$ cat src/hfua_pkg.sv
// types and constants shared by the fu-a packetizer modules
package hfua_pkg;

    localparam logic [15:0] MAX_PAYLOAD_RESET = 16'd1400;
    localparam logic [15:0] MIN_LIMIT         = 16'd2;
    localparam logic [7:0]  FU_NRI_MASK       = 8'h60;
    localparam logic [7:0]  FU_A_TYPE         = 8'd28;
    localparam logic [7:0]  NAL_TYPE_MASK     = 8'h1F;
    localparam logic [7:0]  FU_START_BIT      = 8'h80;
    localparam logic [7:0]  FU_END_BIT        = 8'h40;

    typedef struct packed {
        logic [7:0]  data_byte;
        logic        nal_start;
        logic [15:0] nal_length;
    } t_nal_beat;

    typedef struct packed {
        logic [7:0]  out_byte;
        logic        packet_first;
        logic        packet_last;
        logic [15:0] sequence_number;
        logic        fragmented;
        logic        last_of_item;
    } t_result;

    // up to three results from one input beat, res[0] goes out first
    typedef struct packed {
        logic [1:0]      count;
        t_result [2:0]   res;
    } t_burst;

endpackage

$ cat src/hfua_if.sv
// valid/ready channel interfaces for nal input beats and payload output beats
interface hfua_nal_if;
    logic        valid;
    logic        ready;
    logic [7:0]  data_byte;
    logic        nal_start;
    logic [15:0] nal_length;

    modport source (output valid, output data_byte, output nal_start, output nal_length,
                    input ready);
    modport sink   (input valid, input data_byte, input nal_start, input nal_length,
                    output ready);
endinterface

interface hfua_pay_if;
    logic        valid;
    logic        ready;
    logic [7:0]  out_byte;
    logic        packet_first;
    logic        packet_last;
    logic [15:0] sequence_number;
    logic        fragmented;
    logic        last_of_item;

    modport source (output valid, output out_byte, output packet_first, output packet_last,
                    output sequence_number, output fragmented, output last_of_item,
                    input ready);
    modport sink   (input valid, input out_byte, input packet_first, input packet_last,
                    input sequence_number, input fragmented, input last_of_item,
                    output ready);
endinterface

$ cat src/h264_rtp_fua_packetizer_unit.sv
// top level of the h.264 rtp single-nal / fu-a packetizer
//
//  channel   dir  handshake            beat contents
//  i_nal     in   valid/ready          data_byte, nal_start, nal_length
//  o_pay     out  valid/ready          out_byte, packet_first, packet_last,
//                                      sequence_number, fragmented, last_of_item
//  cfg       in   i_cfg_we (no ready)  i_cfg_wdata = max_payload
//
// one input beat per cycle while o_pay is ready; a byte that opens an fu-a
// fragment gives three output beats and holds the input while the three-entry
// result register drains. synchronous reset clears the valid flags and the
// packetizer state, the sequence number to zero and max_payload to 1400. a stall
// on o_pay backs up through the result register to i_nal.ready.
module h264_rtp_fua_packetizer_unit import hfua_pkg::*; #(
    parameter int LENGTH_BITS = 16
) (
    input  logic        i_clk,
    input  logic        i_rst_n,
    input  logic        i_cfg_we,
    input  logic [15:0] i_cfg_wdata,
    hfua_nal_if.sink    i_nal,
    hfua_pay_if.source  o_pay
);

    t_burst burst;
    logic   push;
    logic   take;

    hfua_step #(
        .LENGTH_BITS (LENGTH_BITS)
    ) u_step (
        .i_clk       (i_clk),
        .i_rst_n     (i_rst_n),
        .i_cfg_we    (i_cfg_we),
        .i_cfg_wdata (i_cfg_wdata),
        .i_nal       (i_nal),
        .i_take      (take),
        .o_burst     (burst),
        .o_push      (push)
    );

    hfua_burst u_burst (
        .i_clk   (i_clk),
        .i_rst_n (i_rst_n),
        .i_push  (push),
        .i_burst (burst),
        .o_take  (take),
        .o_pay   (o_pay)
    );

endmodule

$ cat src/hfua_step.sv
// input register, packetizer state and the per-beat result logic
module hfua_step import hfua_pkg::*; #(
    parameter int LENGTH_BITS = 16
) (
    input  logic        i_clk,
    input  logic        i_rst_n,
    input  logic        i_cfg_we,
    input  logic [15:0] i_cfg_wdata,
    hfua_nal_if.sink    i_nal,
    input  logic        i_take,
    output t_burst      o_burst,
    output logic        o_push
);

    localparam int LB = LENGTH_BITS;
    localparam int CW = (LENGTH_BITS > 16) ? LENGTH_BITS : 16;

    logic            r_in_valid;
    t_nal_beat       r_in;
    logic [15:0]     r_max_payload;
    logic [15:0]     r_counter, n_counter;
    logic [7:0]      r_hdr, n_hdr;
    logic [LB-1:0]   r_left_nal, n_left_nal;
    logic [LB-1:0]   r_left_frag, n_left_frag;
    logic            r_split, n_split;
    logic            r_ffp, n_ffp;

    logic            adv;
    logic [CW-1:0]   lim_w, len_w, len1_w, left_nal_w, n_w;
    logic [31:0]     len_pad;
    logic            open_pkt;
    logic [LB-1:0]   frag_cnt, frag_dec, nal_dec;
    logic [7:0]      fu_hdr;
    t_burst          burst;

    function automatic t_result mk_result(input logic [7:0] b, input logic first,
                                          input logic last, input logic frag,
                                          input logic [15:0] seq, input logic eoi);
        t_result r;
        r.out_byte        = b;
        r.packet_first    = first;
        r.packet_last     = last;
        r.sequence_number = seq;
        r.fragmented      = frag;
        r.last_of_item    = eoi;
        return r;
    endfunction

    assign adv         = r_in_valid && i_take;
    assign i_nal.ready = !r_in_valid || i_take;
    assign o_push      = adv;
    assign o_burst     = burst;

    always_ff @(posedge i_clk) begin
        if (!i_rst_n) begin
            r_in_valid <= 1'b0;
        end else if (i_nal.ready) begin
            r_in_valid <= i_nal.valid;
        end
        if (i_nal.valid && i_nal.ready) begin
            r_in.data_byte  <= i_nal.data_byte;
            r_in.nal_start  <= i_nal.nal_start;
            r_in.nal_length <= i_nal.nal_length;
        end
    end

    always_ff @(posedge i_clk) begin
        if (!i_rst_n) begin
            r_max_payload <= MAX_PAYLOAD_RESET;
        end else if (i_cfg_we) begin
            r_max_payload <= i_cfg_wdata;
        end
    end

    always_ff @(posedge i_clk) begin
        if (!i_rst_n) begin
            r_counter   <= '0;
            r_hdr       <= '0;
            r_left_nal  <= '0;
            r_left_frag <= '0;
            r_split     <= 1'b0;
            r_ffp       <= 1'b0;
        end else if (adv) begin
            r_counter   <= n_counter;
            r_hdr       <= n_hdr;
            r_left_nal  <= n_left_nal;
            r_left_frag <= n_left_frag;
            r_split     <= n_split;
            r_ffp       <= n_ffp;
        end
    end

    // length masked to LENGTH_BITS, compared at the wider of the two widths
    always_comb begin
        lim_w      = CW'((r_max_payload < MIN_LIMIT) ? MIN_LIMIT : r_max_payload);
        len_pad    = 32'(r_in.nal_length);
        for (int i = 0; i < CW; i++) begin
            len_w[i] = (i < LB) ? len_pad[i] : 1'b0;
        end
        len1_w     = (len_w == '0) ? CW'(1) : len_w;
        left_nal_w = CW'(r_left_nal);
        open_pkt   = (!r_split && r_left_nal != '0) || (r_split && r_left_frag != '0);

        // size of a fragment that starts now; never start and end together
        n_w = (left_nal_w < lim_w) ? left_nal_w : lim_w;
        if (r_ffp && n_w == left_nal_w && n_w > CW'(1)) begin
            n_w = n_w - CW'(1);
        end
        fu_hdr = r_hdr & NAL_TYPE_MASK;
        if (r_ffp) begin
            fu_hdr = fu_hdr | FU_START_BIT;
        end else if (n_w == left_nal_w) begin
            fu_hdr = fu_hdr | FU_END_BIT;
        end
        frag_cnt = (r_left_frag == '0) ? LB'(n_w) : r_left_frag;
        frag_dec = frag_cnt - LB'(1);
        nal_dec  = r_left_nal - LB'(1);
    end

    always_comb begin
        n_counter   = r_counter;
        n_hdr       = r_hdr;
        n_left_nal  = r_left_nal;
        n_left_frag = r_left_frag;
        n_split     = r_split;
        n_ffp       = r_ffp;
        burst       = '0;

        if (r_in.nal_start) begin
            n_left_frag = '0;
            n_ffp       = 1'b0;
            n_left_nal  = LB'(len1_w - CW'(1));
            if (len1_w <= lim_w) begin
                n_split      = 1'b0;
                burst.count  = 2'd1;
                burst.res[0] = mk_result(r_in.data_byte, 1'b1, len1_w == CW'(1), 1'b0,
                                         r_counter + 16'(open_pkt), 1'b1);
                n_counter    = r_counter + 16'(open_pkt) + 16'(len1_w == CW'(1));
            end else begin
                n_split   = 1'b1;
                n_hdr     = r_in.data_byte;
                n_ffp     = 1'b1;
                n_counter = r_counter + 16'(open_pkt);
            end
        end else if (r_left_nal == '0) begin
            // stray byte outside a unit
            burst.count = 2'd0;
        end else if (!r_split) begin
            n_left_nal   = nal_dec;
            burst.count  = 2'd1;
            burst.res[0] = mk_result(r_in.data_byte, 1'b0, nal_dec == '0, 1'b0,
                                     r_counter, 1'b1);
            n_counter    = r_counter + 16'(nal_dec == '0);
        end else begin
            if (r_left_frag == '0) begin
                burst.count  = 2'd3;
                burst.res[0] = mk_result((r_hdr & FU_NRI_MASK) | FU_A_TYPE, 1'b1, 1'b0,
                                         1'b1, r_counter, 1'b0);
                burst.res[1] = mk_result(fu_hdr, 1'b0, 1'b0, 1'b1, r_counter, 1'b0);
                burst.res[2] = mk_result(r_in.data_byte, 1'b0, frag_dec == '0, 1'b1,
                                         r_counter, 1'b1);
                n_ffp        = 1'b0;
            end else begin
                burst.count  = 2'd1;
                burst.res[0] = mk_result(r_in.data_byte, 1'b0, frag_dec == '0, 1'b1,
                                         r_counter, 1'b1);
            end
            n_left_frag = frag_dec;
            n_left_nal  = nal_dec;
            n_counter   = r_counter + 16'(frag_dec == '0);
            if (nal_dec == '0) begin
                n_split     = 1'b0;
                n_left_frag = '0;
            end
        end
    end

    a_split_has_bytes: assert property (@(posedge i_clk) disable iff (!i_rst_n)
        r_split |-> (r_left_nal != '0))
        else $error("split mode with no bytes left in the unit");

    a_frag_within_nal: assert property (@(posedge i_clk) disable iff (!i_rst_n)
        r_left_frag <= r_left_nal)
        else $error("fragment runs past the end of the unit");

    a_first_pending: assert property (@(posedge i_clk) disable iff (!i_rst_n)
        r_ffp |-> (r_split && r_left_frag == '0))
        else $error("first fragment pending outside a split unit");

endmodule

$ cat src/hfua_burst.sv
// result register for one beat's results, one out per cycle while o_pay is ready
module hfua_burst import hfua_pkg::*; (
    input  logic        i_clk,
    input  logic        i_rst_n,
    input  logic        i_push,
    input  t_burst      i_burst,
    output logic        o_take,
    hfua_pay_if.source  o_pay
);

    t_result [2:0] r_slot;
    logic [1:0]    r_n;
    logic          pop;

    assign pop    = o_pay.valid && o_pay.ready;
    // room for a new burst once the last held result leaves
    assign o_take = (r_n == 2'd0) || (r_n == 2'd1 && pop);

    always_ff @(posedge i_clk) begin
        if (!i_rst_n) begin
            r_n <= 2'd0;
        end else if (i_push) begin
            r_n <= i_burst.count;
        end else if (pop) begin
            r_n <= r_n - 2'd1;
        end
        if (i_push) begin
            r_slot <= i_burst.res;
        end else if (pop) begin
            r_slot[0] <= r_slot[1];
            r_slot[1] <= r_slot[2];
        end
    end

    assign o_pay.valid           = (r_n != 2'd0);
    assign o_pay.out_byte        = r_slot[0].out_byte;
    assign o_pay.packet_first    = r_slot[0].packet_first;
    assign o_pay.packet_last     = r_slot[0].packet_last;
    assign o_pay.sequence_number = r_slot[0].sequence_number;
    assign o_pay.fragmented      = r_slot[0].fragmented;
    assign o_pay.last_of_item    = r_slot[0].last_of_item;

    a_last_marks_end: assert property (@(posedge i_clk) disable iff (!i_rst_n)
        o_pay.valid |-> (r_slot[0].last_of_item == (r_n == 2'd1)))
        else $error("last_of_item out of step with held result count");

endmodule
$ cat src/flat_wrapper.sv
// flat-port wrapper written by rule: the top's interface ports become plain ports
module h264_rtp_fua_packetizer_unit_flat import hfua_pkg::*;
#(
    parameter int LENGTH_BITS = 16
)
  (i_clk, i_rst_n, i_cfg_we, i_cfg_wdata, i_nal_valid, i_nal_data_byte, i_nal_nal_start, i_nal_nal_length, i_nal_ready, o_pay_valid, o_pay_out_byte, o_pay_packet_first, o_pay_packet_last, o_pay_sequence_number, o_pay_fragmented, o_pay_last_of_item, o_pay_ready);
  hfua_nal_if i_nal_i ();
  hfua_pay_if o_pay_i ();
  input  logic i_clk;
  input  logic i_rst_n;
  input  logic i_cfg_we;
  input  logic [15:0] i_cfg_wdata;
  input wire logic [$bits(i_nal_i.valid)-1:0] i_nal_valid;
  input wire logic [$bits(i_nal_i.data_byte)-1:0] i_nal_data_byte;
  input wire logic [$bits(i_nal_i.nal_start)-1:0] i_nal_nal_start;
  input wire logic [$bits(i_nal_i.nal_length)-1:0] i_nal_nal_length;
  output wire logic [$bits(i_nal_i.ready)-1:0] i_nal_ready;
  output wire logic [$bits(o_pay_i.valid)-1:0] o_pay_valid;
  output wire logic [$bits(o_pay_i.out_byte)-1:0] o_pay_out_byte;
  output wire logic [$bits(o_pay_i.packet_first)-1:0] o_pay_packet_first;
  output wire logic [$bits(o_pay_i.packet_last)-1:0] o_pay_packet_last;
  output wire logic [$bits(o_pay_i.sequence_number)-1:0] o_pay_sequence_number;
  output wire logic [$bits(o_pay_i.fragmented)-1:0] o_pay_fragmented;
  output wire logic [$bits(o_pay_i.last_of_item)-1:0] o_pay_last_of_item;
  input wire logic [$bits(o_pay_i.ready)-1:0] o_pay_ready;
  assign i_nal_i.valid = i_nal_valid;
  assign i_nal_i.data_byte = i_nal_data_byte;
  assign i_nal_i.nal_start = i_nal_nal_start;
  assign i_nal_i.nal_length = i_nal_nal_length;
  assign i_nal_ready = i_nal_i.ready;
  assign o_pay_valid = o_pay_i.valid;
  assign o_pay_out_byte = o_pay_i.out_byte;
  assign o_pay_packet_first = o_pay_i.packet_first;
  assign o_pay_packet_last = o_pay_i.packet_last;
  assign o_pay_sequence_number = o_pay_i.sequence_number;
  assign o_pay_fragmented = o_pay_i.fragmented;
  assign o_pay_last_of_item = o_pay_i.last_of_item;
  assign o_pay_i.ready = o_pay_ready;
  h264_rtp_fua_packetizer_unit #(.LENGTH_BITS(LENGTH_BITS)) u_core (.i_clk(i_clk), .i_rst_n(i_rst_n), .i_cfg_we(i_cfg_we), .i_cfg_wdata(i_cfg_wdata), .i_nal(i_nal_i), .o_pay(o_pay_i));
endmodule
$ cat config.mk
export PLATFORM = sky130hd
export DESIGN_NAME = h264_rtp_fua_packetizer_unit_flat
export DESIGN_NICKNAME = d
export VERILOG_FILES = /design/src/hfua_pkg.sv /design/src/hfua_if.sv /design/src/h264_rtp_fua_packetizer_unit.sv /design/src/hfua_step.sv /design/src/hfua_burst.sv /design/src/flat_wrapper.sv
export SDC_FILE = /design/constraint.sdc
export NUM_CORES = 1
export LEC_CHECK = 0
export BUFFER_PORTS_ARGS = -buffer_cell sky130_fd_sc_hd__buf_2
export CAP_MARGIN = 25
export CORE_MARGIN = 1.5
export CORE_UTILIZATION = 55
export DETAILED_ROUTE_END_ITERATION = 12
export GPL_TIMING_DRIVEN = 0
export PLACE_DENSITY = 0.71
export SLEW_MARGIN = 20
export SYNTH_ARGS = -nofsm -noshare
export SYNTH_HDL_FRONTEND = slang
export SYNTH_HIERARCHICAL = 1
export SYNTH_SLANG_ARGS = --single-unit
$ cat constraint.sdc
create_clock -name i_clk -period 19.25 [get_ports i_clk]
set_clock_uncertainty 0.05 [all_clocks]
set_input_delay 1.925 -clock i_clk [delete_from_list [all_inputs] [get_ports i_clk]]
set_output_delay 1.925 -clock i_clk [all_outputs]
set_load 0.03 [all_outputs]
==> results of run 1 <==
-- metal layers --
layer	wire (µm)	part of all wire	vias to the layer above	track usage
met5	0	0	-	0
met4	1280	0.033	0	0.133
met3	3740	0.098	86	0.0734
met2	16100	0.42	596	0.471
met1	17100	0.45	5398	0.460
li1	-	-	5254	-
-- tightest hold or removal path: cells and delay by family, from the launching register on --
family        cells  cell delay, ns
simple gates      1            0.07
mux               1            0.06
flops             1            0.33
-- power groups by stage --
stage                     registers, W  logic (W)  clock network [W]
final                         0.000518   0.000741           0.000386
after global routing          0.000523   0.000792           0.000404
after CTS                     0.000517   0.000719           0.000392
after detailed placement      0.000526   0.000711                  0
after global placement        0.000527   0.000699                  0
after floorplan               0.000521   0.000526                  0
-- metrics by stage --
step | area, µm² | cells | worst slack [ns]
2_1_floorplan | 12700 | 1394 | 10.87
3_3_place_gp | 13400 | 1753 | 8.47
3_5_place_dp | 13500 | 1756 | 8.47
4_1_cts | 14100 | 1788 | 8.34
5_1_grt | 14200 | 1792 | 7.63
6_report | 14200 | 1792 | 7.85
-- cells in the mapped netlist, types with 4 or more instances --
master,number,share of area
a211oi_1,13,0.0077
a21o_1,13,0.0077
a21oi_1,62,0.024
a221oi_1,8,0.0055
a22o_1,7,0.0048
a22oi_1,14,0.0083
a31oi_1,18,0.0089
a32oi_1,5,0.0035
and2_1,42,0.021
and3_1,12,0.0059
and4_1,4,0.0028
buf_1,6,0.0018
buf_2,10,0.0039
buf_4,49,0.029
buf_6,11,0.0098
clkbuf_1,75,0.022
clkbuf_8,4,0.0043
dfxtp_1,76,0.12
edfxtp_1,109,0.26
ha_1,47,0.046
inv_1,39,0.012
mux2_2,51,0.045
mux2_4,8,0.0095
mux2i_1,24,0.019
nand2_1,81,0.024
nand2b_1,5,0.0025
nand3_1,34,0.013
nand4_1,22,0.011
nor2_1,151,0.045
nor2b_1,5,0.0025
nor3_1,50,0.020
nor4_1,25,0.012
o211ai_1,12,0.0071
o21a_1,8,0.0047
o21ai_0,67,0.026
o21ai_1,7,0.0028
o31ai_1,15,0.0089
o41ai_1,5,0.0035
or2_2,9,0.0044
or3_1,16,0.0079
or4_1,9,0.0053
or4_4,5,0.0044
xnor2_1,63,0.044
xor2_1,22,0.015
-- flip-flops by register name, summed over array words and instances, names as in the netlist, 2 cells and up --
| name | flops |
|---|---|
| u_core/u_burst/r_slot | 56 |
| u_core/u_burst/r_n | 2 |
| u_core/u_step/len_w | 16 |
| u_core/u_burst/o_pay.out_byte | 8 |
| u_core/u_step/r_hdr | 7 |
| u_core/u_step/left_nal_w | 16 |
| u_core/u_step/r_max_payload | 16 |
| u_core/u_step/r_counter | 16 |
| u_core/u_burst/o_pay.sequence_number | 16 |
| u_core/u_step/r_in | 9 |
| u_core/u_step/r_left_frag | 16 |
-- final cells by class --
cell class                 count  area, µm²
sequential                   185       4790
clock inverter                15        230
timing repair buffer          81        442
fill                        1972       8490
clock buffer                  17        425
multi-input combinational   1013       6850
tap                          285        357
buffer                       155        901
inverter                      41        154
-- how the worst max path moves through the flow --
| stage | end | cells after the start | startpoint | slack, ns |
|---|---|---|---|---|
| 5_1_grt | u_core/u_step/r_counter[12] | 37 | u_core/u_step/r_max_payload[11] | 7.63 |
| 3_3_place_gp | u_core/u_step/r_counter[12] | 37 | u_core/u_step/r_max_payload[11] | 8.47 |
| 6_report | u_core/u_step/r_counter[12] | 37 | u_core/u_step/r_max_payload[11] | 7.85 |
| 2_1_floorplan | u_core/u_step/r_counter[12] | 37 | u_core/u_step/r_max_payload[9] | 10.87 |
| 4_1_cts | u_core/u_step/r_counter[12] | 37 | u_core/u_step/r_max_payload[11] | 8.34 |
| 3_5_place_dp | u_core/u_step/r_counter[12] | 37 | u_core/u_step/r_max_payload[11] | 8.47 |
-- cell families after synthesis --
family	synth area share
buffers and inverters	0.0832
muxes	0.0737
adders and majority gates	0.0472
AOI/OAI and AO/OA	0.162
DFF	0.378
xor gates and xnor gates	0.0587
other	0.000296
and+or+nand+nor	0.197
==> flow_metrics.env, run 1 <==
export IMPL_clkSlewWorstSetupHoldPaths_ns=0.09
export IMPL_internal_power_w=0.000949
export IMPL_crit_path_max_fanout=10
export IMPL_die_height_um=155
export IMPL_ctsResizeCount=0
export IMPL_drc_errors=0
export IMPL_critPathCaptureType="flip-flop"
export IMPL_clkLatencyLatePin_ns=0.45
export IMPL_grt_overflow=0
export IMPL_nets=1587
export IMPL_fp_row_count=55
export IMPL_antenna_found_initial=0
export IMPL_setup_viol=0
export IMPL_grt_usage=0.323
export IMPL_synth_edff_count=109
export IMPL_yosys_warnings=6
export IMPL_start_kind="flip-flop"
export IMPL_clkPwrFrac=0.235
export IMPL_core_mm2=0.0226
export IMPL_fin_crit_ns=11.40
export IMPL_firstDrtPassIters=5
export IMPL_drive_above_1_share=0.187
export IMPL_hpwl_um=28500
export IMPL_final_cell_mix="nor2_1 (151), edfxtp_1 (109), buf_2 (87)"
export IMPL_detail_route_wl_per_cell_um=21.3
export IMPL_holdPathStages=2
export IMPL_grt_pass1_vias=10400
export IMPL_finalPower_w=0.00164
export IMPL_ant_nets=0
export IMPL_syn_cell_area_mm2=0.0127
export IMPL_maxCapViolations=0
export IMPL_synthArstFlopShare=0
export IMPL_htree_levels=4
export IMPL_worstSetupPathType="reg -> reg"
export IMPL_gp_congestion=0.970
export IMPL_die_width_um=155
export IMPL_combPwrFrac=0.451
export IMPL_grt_first_pass_wirelength_um=59000
export IMPL_drt_iter0_markers=1416
export IMPL_hold_buffers=0
export IMPL_fin_setup_tns_ns=0
export IMPL_postSynthAreaPerCell_um2=9.12
export IMPL_io_pins=76
export IMPL_required_ns=19.51
export IMPL_r2r_setup_slack_ns=7.85
export IMPL_synthToLayoutAreaGrowth_pct=11.7
export IMPL_p_leak_nw=5.43
export IMPL_slew_headroom=0.324
export IMPL_r2r_cells=37
export IMPL_yosysUniqueCellTypes=91
export IMPL_wl_um=38200
export IMPL_seqPwrFrac=0.315
export IMPL_worstHoldStart="u_core/u_step/r_hdr[2]"
export IMPL_critical_path_slowest_cell="nor4_1"
export IMPL_postSynthCellCount=1390
export IMPL_r2r_end="u_core/u_step/r_counter[12]"
export IMPL_portBuffers=74
export IMPL_cts_max_path_buffers=2
export IMPL_postCtsSetupRepairBufs=0
export IMPL_final_common_cell="nor2_1"
export IMPL_grt_max_degree=46
export IMPL_finalHoldViolCount=0
export IMPL_min_path_type="reg -> reg"
export IMPL_cts_tree="built"
export IMPL_period_share=0.592
export IMPL_worst_pin_slew_ns=1.01
export IMPL_start_util=0.560
export IMPL_rsz0062_at_grt="no"
export IMPL_status="completed"
export IMPL_num_vias=11300
export IMPL_post_route_util=0.625
export IMPL_p_sw_frac=0.423
export IMPL_path_buf_inv=5
export IMPL_numCtsBuffers=17
export IMPL_switchingPower_w=0.000695
export IMPL_cts_root_buf="clkbuf_16"
export IMPL_cp_top_family="compound AO/OA/AOI/OAI gates"
export IMPL_r2r_start="u_core/u_step/r_max_payload[11]"
export IMPL_worstPathArrival_ns=11.65
export IMPL_ys_ff_latch=185
export IMPL_worstHoldEndpoint="u_core/u_step/r_hdr[2]"
export IMPL_n_antenna_cell=0
export IMPL_seq_area_frac_synth=0.378
export IMPL_slew_viol_final=0
export IMPL_synth_ff_type="edfxtp_1"
export IMPL_ir_worst_vdd_mv=0.0645
export IMPL_clock_fmax_mhz=87.8
export IMPL_max_stage_delay_ns=0.78
export IMPL_viasPerCell=6.32
export IMPL_fp_dieArea_mm2=0.0240
export IMPL_cts_sinks=185
export IMPL_power_density_mw_per_mm2=116
export IMPL_whs_ns=0.446
(Power assumes the default switching activity.)
==> inputs of run 2 (changes only) <==
==> constraint.sdc (replaced) <==
create_clock -name i_clk -period 10.7 [get_ports i_clk]
set_clock_uncertainty 0.05 [all_clocks]
set_input_delay 1.07 -clock i_clk [delete_from_list [all_inputs] [get_ports i_clk]]
set_output_delay 1.07 -clock i_clk [all_outputs]
set_load 0.03 [all_outputs]
==> run 2 against run 1 <==
  * Non-clock buffer count stayed put
  * Largest cell class unchanged
  * Largest power group unchanged
  * Highest routed layer unchanged
  * Worst setup slack lost 7.6 ns
  * Die area unchanged
  * Sequential power rose by 80%
  * Critical path type unchanged
==> flow_metrics.env, run 2 (synthesis gave the netlist of run 1 again) <==
export IMPL_fin_setup_tns_ns=0
export IMPL_dp_slack_ns=-0.0818
export IMPL_clkLatencyLatePin_ns=0.45
export IMPL_grt_max_degree=46
export IMPL_die_height_um=155
export IMPL_drive_above_1_share=0.190
export IMPL_path_buf_inv=4
export IMPL_critical_path_slowest_cell="or4_1"
export IMPL_r2r_setup_slack_ns=0.30
export IMPL_viasPerCell=6.34
export IMPL_io_pins=76
export IMPL_period_share=0.972
export IMPL_grt_usage=0.323
export IMPL_firstDrtPassIters=8
export IMPL_clock_fmax_mhz=96.1
export IMPL_final_cell_mix="nor2_1 (151), edfxtp_1 (109), buf_2 (87)"
export IMPL_start_kind="flip-flop"
export IMPL_rsz0062_at_grt="no"
export IMPL_finalHoldViolCount=0
export IMPL_fp_dieArea_mm2=0.0240
export IMPL_cts_sinks=185
export IMPL_worstPathArrival_ns=10.67
export IMPL_regMostFlops="u_core/u_burst/r_slot"
export IMPL_portBuffers=74
export IMPL_drc_errors=0
export IMPL_die_width_um=155
export IMPL_worstHoldEndpoint="u_core/u_step/r_hdr[2]"
export IMPL_min_path_type="reg -> reg"
export IMPL_start_util=0.560
export IMPL_clkSlewWorstSetupHoldPaths_ns=0.09
export IMPL_placed_area_mm2=0.0135
export IMPL_grt_pass1_vias=10400
export IMPL_status="completed"
export IMPL_maxCapViolations=0
export IMPL_setup_viol=0
export IMPL_slew_viol_final=0
export IMPL_synthToLayoutAreaGrowth_pct=11.9
export IMPL_r2r_start="u_core/u_step/r_max_payload[11]"
export IMPL_core_mm2=0.0226
export IMPL_largest_reg_flops=56
export IMPL_worstSetupPathType="reg -> reg"
export IMPL_p_leak_nw=5.44
export IMPL_final_cell_area_mm2=0.0142
export IMPL_antenna_found_initial=0
export IMPL_r2r_cells=37
export IMPL_cts_tree="built"
export IMPL_critPathCaptureType="flip-flop"
export IMPL_slew_headroom=0.308
export IMPL_final_cells=1792
export IMPL_wl_um=38200
export IMPL_max_stage_delay_ns=0.61
export IMPL_htree_levels=4
export IMPL_worstHoldStart="u_core/u_step/r_hdr[2]"
export IMPL_cts_root_buf="clkbuf_16"
export IMPL_drt_iter0_markers=1384
export IMPL_gp_congestion=0.970
export IMPL_cp_top_family="compound AO/OA/AOI/OAI gates"
export IMPL_grt_overflow=0
export IMPL_detail_route_wl_per_cell_um=21.3
export IMPL_worst_pin_slew_ns=1.03
export IMPL_worst_slack_ns=0.296
export IMPL_fp_row_count=55
export IMPL_ant_nets=0
export IMPL_crit_top_cell="nor2_1"
export IMPL_hpwl_um=28500
export IMPL_hold_buffers=0
export IMPL_holdPathStages=2
export IMPL_whs_ns=0.446
export IMPL_cts_max_path_buffers=2
export IMPL_required_ns=10.96
export IMPL_numCtsBuffers=17
export IMPL_fin_crit_ns=10.40
export IMPL_r2r_end="u_core/u_step/r_counter[12]"
export IMPL_n_antenna_cell=0
export IMPL_grt_first_pass_wirelength_um=59000
export IMPL_crit_path_max_fanout=10
export IMPL_power_density_mw_per_mm2=209
export IMPL_final_common_cell="nor2_1"
export IMPL_nets=1587
export IMPL_ir_worst_vdd_mv=0.117
export IMPL_dpl_cell_count=1756
export IMPL_num_vias=11400
## run 2: final cells by class
cell class                      count  area (µm²)
Clock buffer                       17         425
Clock inverter                     15         230
Timing Repair Buffer               81         442
Sequential cell                   185        4790
Fill cell                        1967        8460
Tap cell                          285         357
Buffer                            155         902
Inverter                           41         154
Multi-Input combinational cell   1013        6880
## run 2: per-stage QoR
| stage | total power, W | utilization |
|---|---|---|
| global placement | 0.00221 | 0.593 |
| finish | 0.00297 | 0.626 |
| detailed placement | 0.00223 | 0.595 |
| CTS | 0.00293 | 0.625 |
| floorplan | 0.00188 | - |
| global route | 0.00310 | 0.626 |
## run 2: worst reg2reg max path: cells and delay by family, from the launching register on
family / cells / cell delay (ns)
AND/OR/NAND/NOR: 14 / 3.35
adder cells (fa/ha/maj): 5 / 1.48
AO/OA/AOI/OAI: 12 / 3.55
XOR/XNOR: 1 / 0.15
flip-flops: 1 / 0.31
multiplexers: 1 / 0.39
buffers and inverters: 4 / 0.98
## run 2: worst max path at each step
stage	from	end	slack, ns	cells after the start
after floorplan	u_core/u_step/r_max_payload[9]	u_core/u_step/r_counter[12]	2.32	37
after global placement	u_core/u_step/r_max_payload[11]	u_core/u_step/r_counter[12]	-0.08	37
after detailed placement	u_core/u_step/r_max_payload[11]	u_core/u_step/r_counter[12]	-0.08	37
after CTS	u_core/u_step/r_max_payload[11]	u_core/u_step/r_counter[12]	0.26	37
after global routing	u_core/u_step/r_max_payload[11]	u_core/u_step/r_counter[12]	0.002	37
final	u_core/u_step/r_max_payload[11]	u_core/u_step/r_counter[12]	0.30	37
## run 2: timing repair
action / 4_1_cts / 5_1_grt
cloned: 0 / 0
buffers inserted: 0 / 0
setup endpoints to repair: 3 / 7
gates resized for setup: 2 / 3
## run 2: layer usage
metal  up-vias  track usage  wire, µm
met5         -            0         0
met4         0        0.134      1240
met3        89       0.0740      3940
met2       585        0.471     16200
met1      5438        0.459     16800
li1       5250            -         -
## run 2: report_power, final
part	switching, W	total (W)	internal [W]
Clock	0.000359	0.000695	0.000337
Sequential	0.0000542	0.000932	0.000877
Combinational	0.000844	0.00134	0.000494
Total	0.00126	0.00297	0.00171
==> inputs of run 3 (changes only) <==
--- a/config.mk
+++ b/config.mk
@@ -7,7 +7,7 @@
 export LEC_CHECK = 0
 export BUFFER_PORTS_ARGS = -buffer_cell sky130_fd_sc_hd__buf_2
 export CAP_MARGIN = 25
-export CORE_MARGIN = 1.5
+export CORE_MARGIN = 2
 export CORE_UTILIZATION = 55
 export DETAILED_ROUTE_END_ITERATION = 12
 export GPL_TIMING_DRIVEN = 0
==> run 3 against run 2 <==
  * Global-route usage down 0.74 points
  * Core utilization up 0.15 points
  * Flip-flop and latch count unchanged
  * Register-to-register slack better by 0.35 ns
  * Largest cell class unchanged
  * Highest routed layer unchanged
  * Clock power up 0.7%
  * Die area up 1.3%
  * Critical path type unchanged
==> flow_metrics.env, run 3 (synthesis gave the netlist of run 1 again) <==
export IMPL_period_share=0.939
export IMPL_combPwrFrac=0.448
export IMPL_cts_max_path_buffers=2
export IMPL_p_leak_nw=5.45
export IMPL_ant_nets=0
export IMPL_grt_pass1_vias=10300
export IMPL_io_pins=76
export IMPL_cts_tree="built"
export IMPL_nets=1589
export IMPL_synthToLayoutAreaGrowth_pct=12.2
export IMPL_fp_dieArea_mm2=0.0243
export IMPL_clkLatencyLatePin_ns=0.46
export IMPL_clkPwrFrac=0.236
export IMPL_detail_route_wl_per_cell_um=21.4
export IMPL_drt_iter0_markers=1395
export IMPL_hold_buffers=0
export IMPL_firstDrtPassIters=6
export IMPL_die_height_um=156
export IMPL_numCtsBuffers=17
export IMPL_critical_path_slowest_cell="or4_1"
export IMPL_required_ns=10.96
export IMPL_switchingPower_w=0.00125
export IMPL_worstHoldEndpoint="u_core/u_step/r_hdr[3]"
export IMPL_worst_slack_ns=0.651
export IMPL_num_vias=11300
export IMPL_core_mm2=0.0226
export IMPL_internal_power_w=0.00171
export IMPL_final_cells=1794
export IMPL_drc_errors=0
export IMPL_cts_root_buf="clkbuf_16"
export IMPL_slew_headroom=0.391
export IMPL_finalHoldViolCount=0
export IMPL_final_cell_mix="nor2_1 (151), edfxtp_1 (109), buf_2 (87)"
export IMPL_finalPower_w=0.00296
export IMPL_worstHoldStart="u_core/u_step/r_hdr[3]"
export IMPL_grt_first_pass_wirelength_um=58500
export IMPL_htree_levels=4
export IMPL_r2r_end="u_core/u_step/r_counter[12]"
export IMPL_seqPwrFrac=0.315
export IMPL_ir_worst_vdd_mv=0.120
export IMPL_antenna_found_initial=0
export IMPL_worstSetupPathType="reg -> reg"
export IMPL_critPathLaunch="u_core/u_step/r_max_payload[11]"
export IMPL_wl_um=38400
export IMPL_r2r_cells=37
export IMPL_die_width_um=156
export IMPL_dp_slack_ns=-0.258
export IMPL_dpl_cell_count=1756
export IMPL_status="completed"
export IMPL_p_sw_frac=0.422
export IMPL_holdPathStages=2
export IMPL_drive_above_1_share=0.191
export IMPL_gp_congestion=0.946
export IMPL_r2r_setup_slack_ns=0.65
export IMPL_clkSlewWorstSetupHoldPaths_ns=0.09
export IMPL_maxCapViolations=0
export IMPL_largest_reg_flops=56
export IMPL_setup_viol=0
export IMPL_min_path_type="reg -> reg"
export IMPL_start_kind="flip-flop"
export IMPL_slew_viol_final=0
export IMPL_cts_sinks=185
export IMPL_n_antenna_cell=0
export IMPL_rsz0062_at_grt="no"
export IMPL_final_common_cell="nor2_1"
export IMPL_worst_pin_slew_ns=0.908
export IMPL_fp_row_count=55
export IMPL_worstPathArrival_ns=10.31
export IMPL_regMostFlops="u_core/u_burst/r_slot"
export IMPL_crit_path_max_fanout=10
export IMPL_grt_max_degree=51
export IMPL_power_density_mw_per_mm2=208
export IMPL_grt_usage=0.315
export IMPL_hpwl_um=28900
export IMPL_r2r_start="u_core/u_step/r_max_payload[11]"
export IMPL_fin_crit_ns=10.05
export IMPL_clock_fmax_mhz=99.5
export IMPL_critPathCaptureType="flip-flop"
export IMPL_grt_overflow=0
export IMPL_whs_ns=0.451
export IMPL_max_stage_delay_ns=0.59
export IMPL_portBuffers=74
export IMPL_start_util=0.560
export IMPL_viasPerCell=6.31
[run 3: how the worst max path moves through the flow]
stage	endpoint	slack, ns	cells after the start
after global routing	u_core/u_step/r_counter[12]	0.14	37
after global placement	u_core/u_step/r_counter[12]	-0.27	37
after CTS	u_core/u_step/r_counter[12]	0.03	37
after floorplan	u_core/u_step/r_counter[12]	2.32	37
after detailed placement	u_core/u_step/r_counter[12]	-0.26	37
final	u_core/u_step/r_counter[12]	0.65	37
[run 3: critical path, delay by kind of cell, from the launching register on]
| kind | cells | cell delay (ns) |
|---|---|---|
| and+or+nand+nor | 13 | 3.20 |
| adders and majority gates | 5 | 1.44 |
| AOI/OAI and AO/OA | 12 | 3.27 |
| xor gates and xnor gates | 1 | 0.14 |
| DFF | 1 | 0.31 |
| muxes | 1 | 0.40 |
| buffers and inverters | 5 | 1.06 |
[run 3: per-layer routing]
metal	up-vias	GRT usage	share of wire	wire length, µm
met4	0	0.114	0.028	1060
met3	79	0.0578	0.094	3600
li1	5251	-	-	-
met5	-	0	0	0
met2	611	0.468	0.43	16500
met1	5385	0.460	0.45	17300
[run 3: power by group through the flow]
| stage | Sequential [W] | Combinational, W | Clock [W] |
|---|---|---|---|
| after detailed placement | 0.000949 | 0.00128 | 0 |
| after global routing | 0.000943 | 0.00142 | 0.000733 |
| after CTS | 0.000933 | 0.00129 | 0.000708 |
| final | 0.000934 | 0.00133 | 0.000700 |
| after floorplan | 0.000938 | 0.000945 | 0 |
| after global placement | 0.000949 | 0.00125 | 0 |
[run 3: final cells by class]
type | count | area [µm²]
well taps | 285 | 357
repair buffers | 83 | 468
inverters | 41 | 154
fillers | 1920 | 8420
plain buffers | 155 | 902
clock buffers | 17 | 425
multi-input cells | 1013 | 6890
flip-flops and latches | 185 | 4790
clock inverters | 15 | 230
[run 3: timing repair]
action / in CTS / in global routing
resized for setup: 1 / 5
pin swaps: 0 / 1
setup buffers: 0 / 2
hold endpoints to repair: 0 / 0
setup endpoints to repair: 5 / 12
[run 3: stage by stage]
| step | setup TNS, ns | utilization | cell area [µm²] |
|---|---|---|---|
| finish | 0 | 0.628 | 14200 |
| global route | 0 | 0.628 | 14200 |
| CTS | 0 | 0.625 | 14100 |
| detailed placement | -0.512 | 0.595 | 13500 |
| global placement | -0.502 | 0.593 | 13400 |
| floorplan | 0 | - | 12700 |
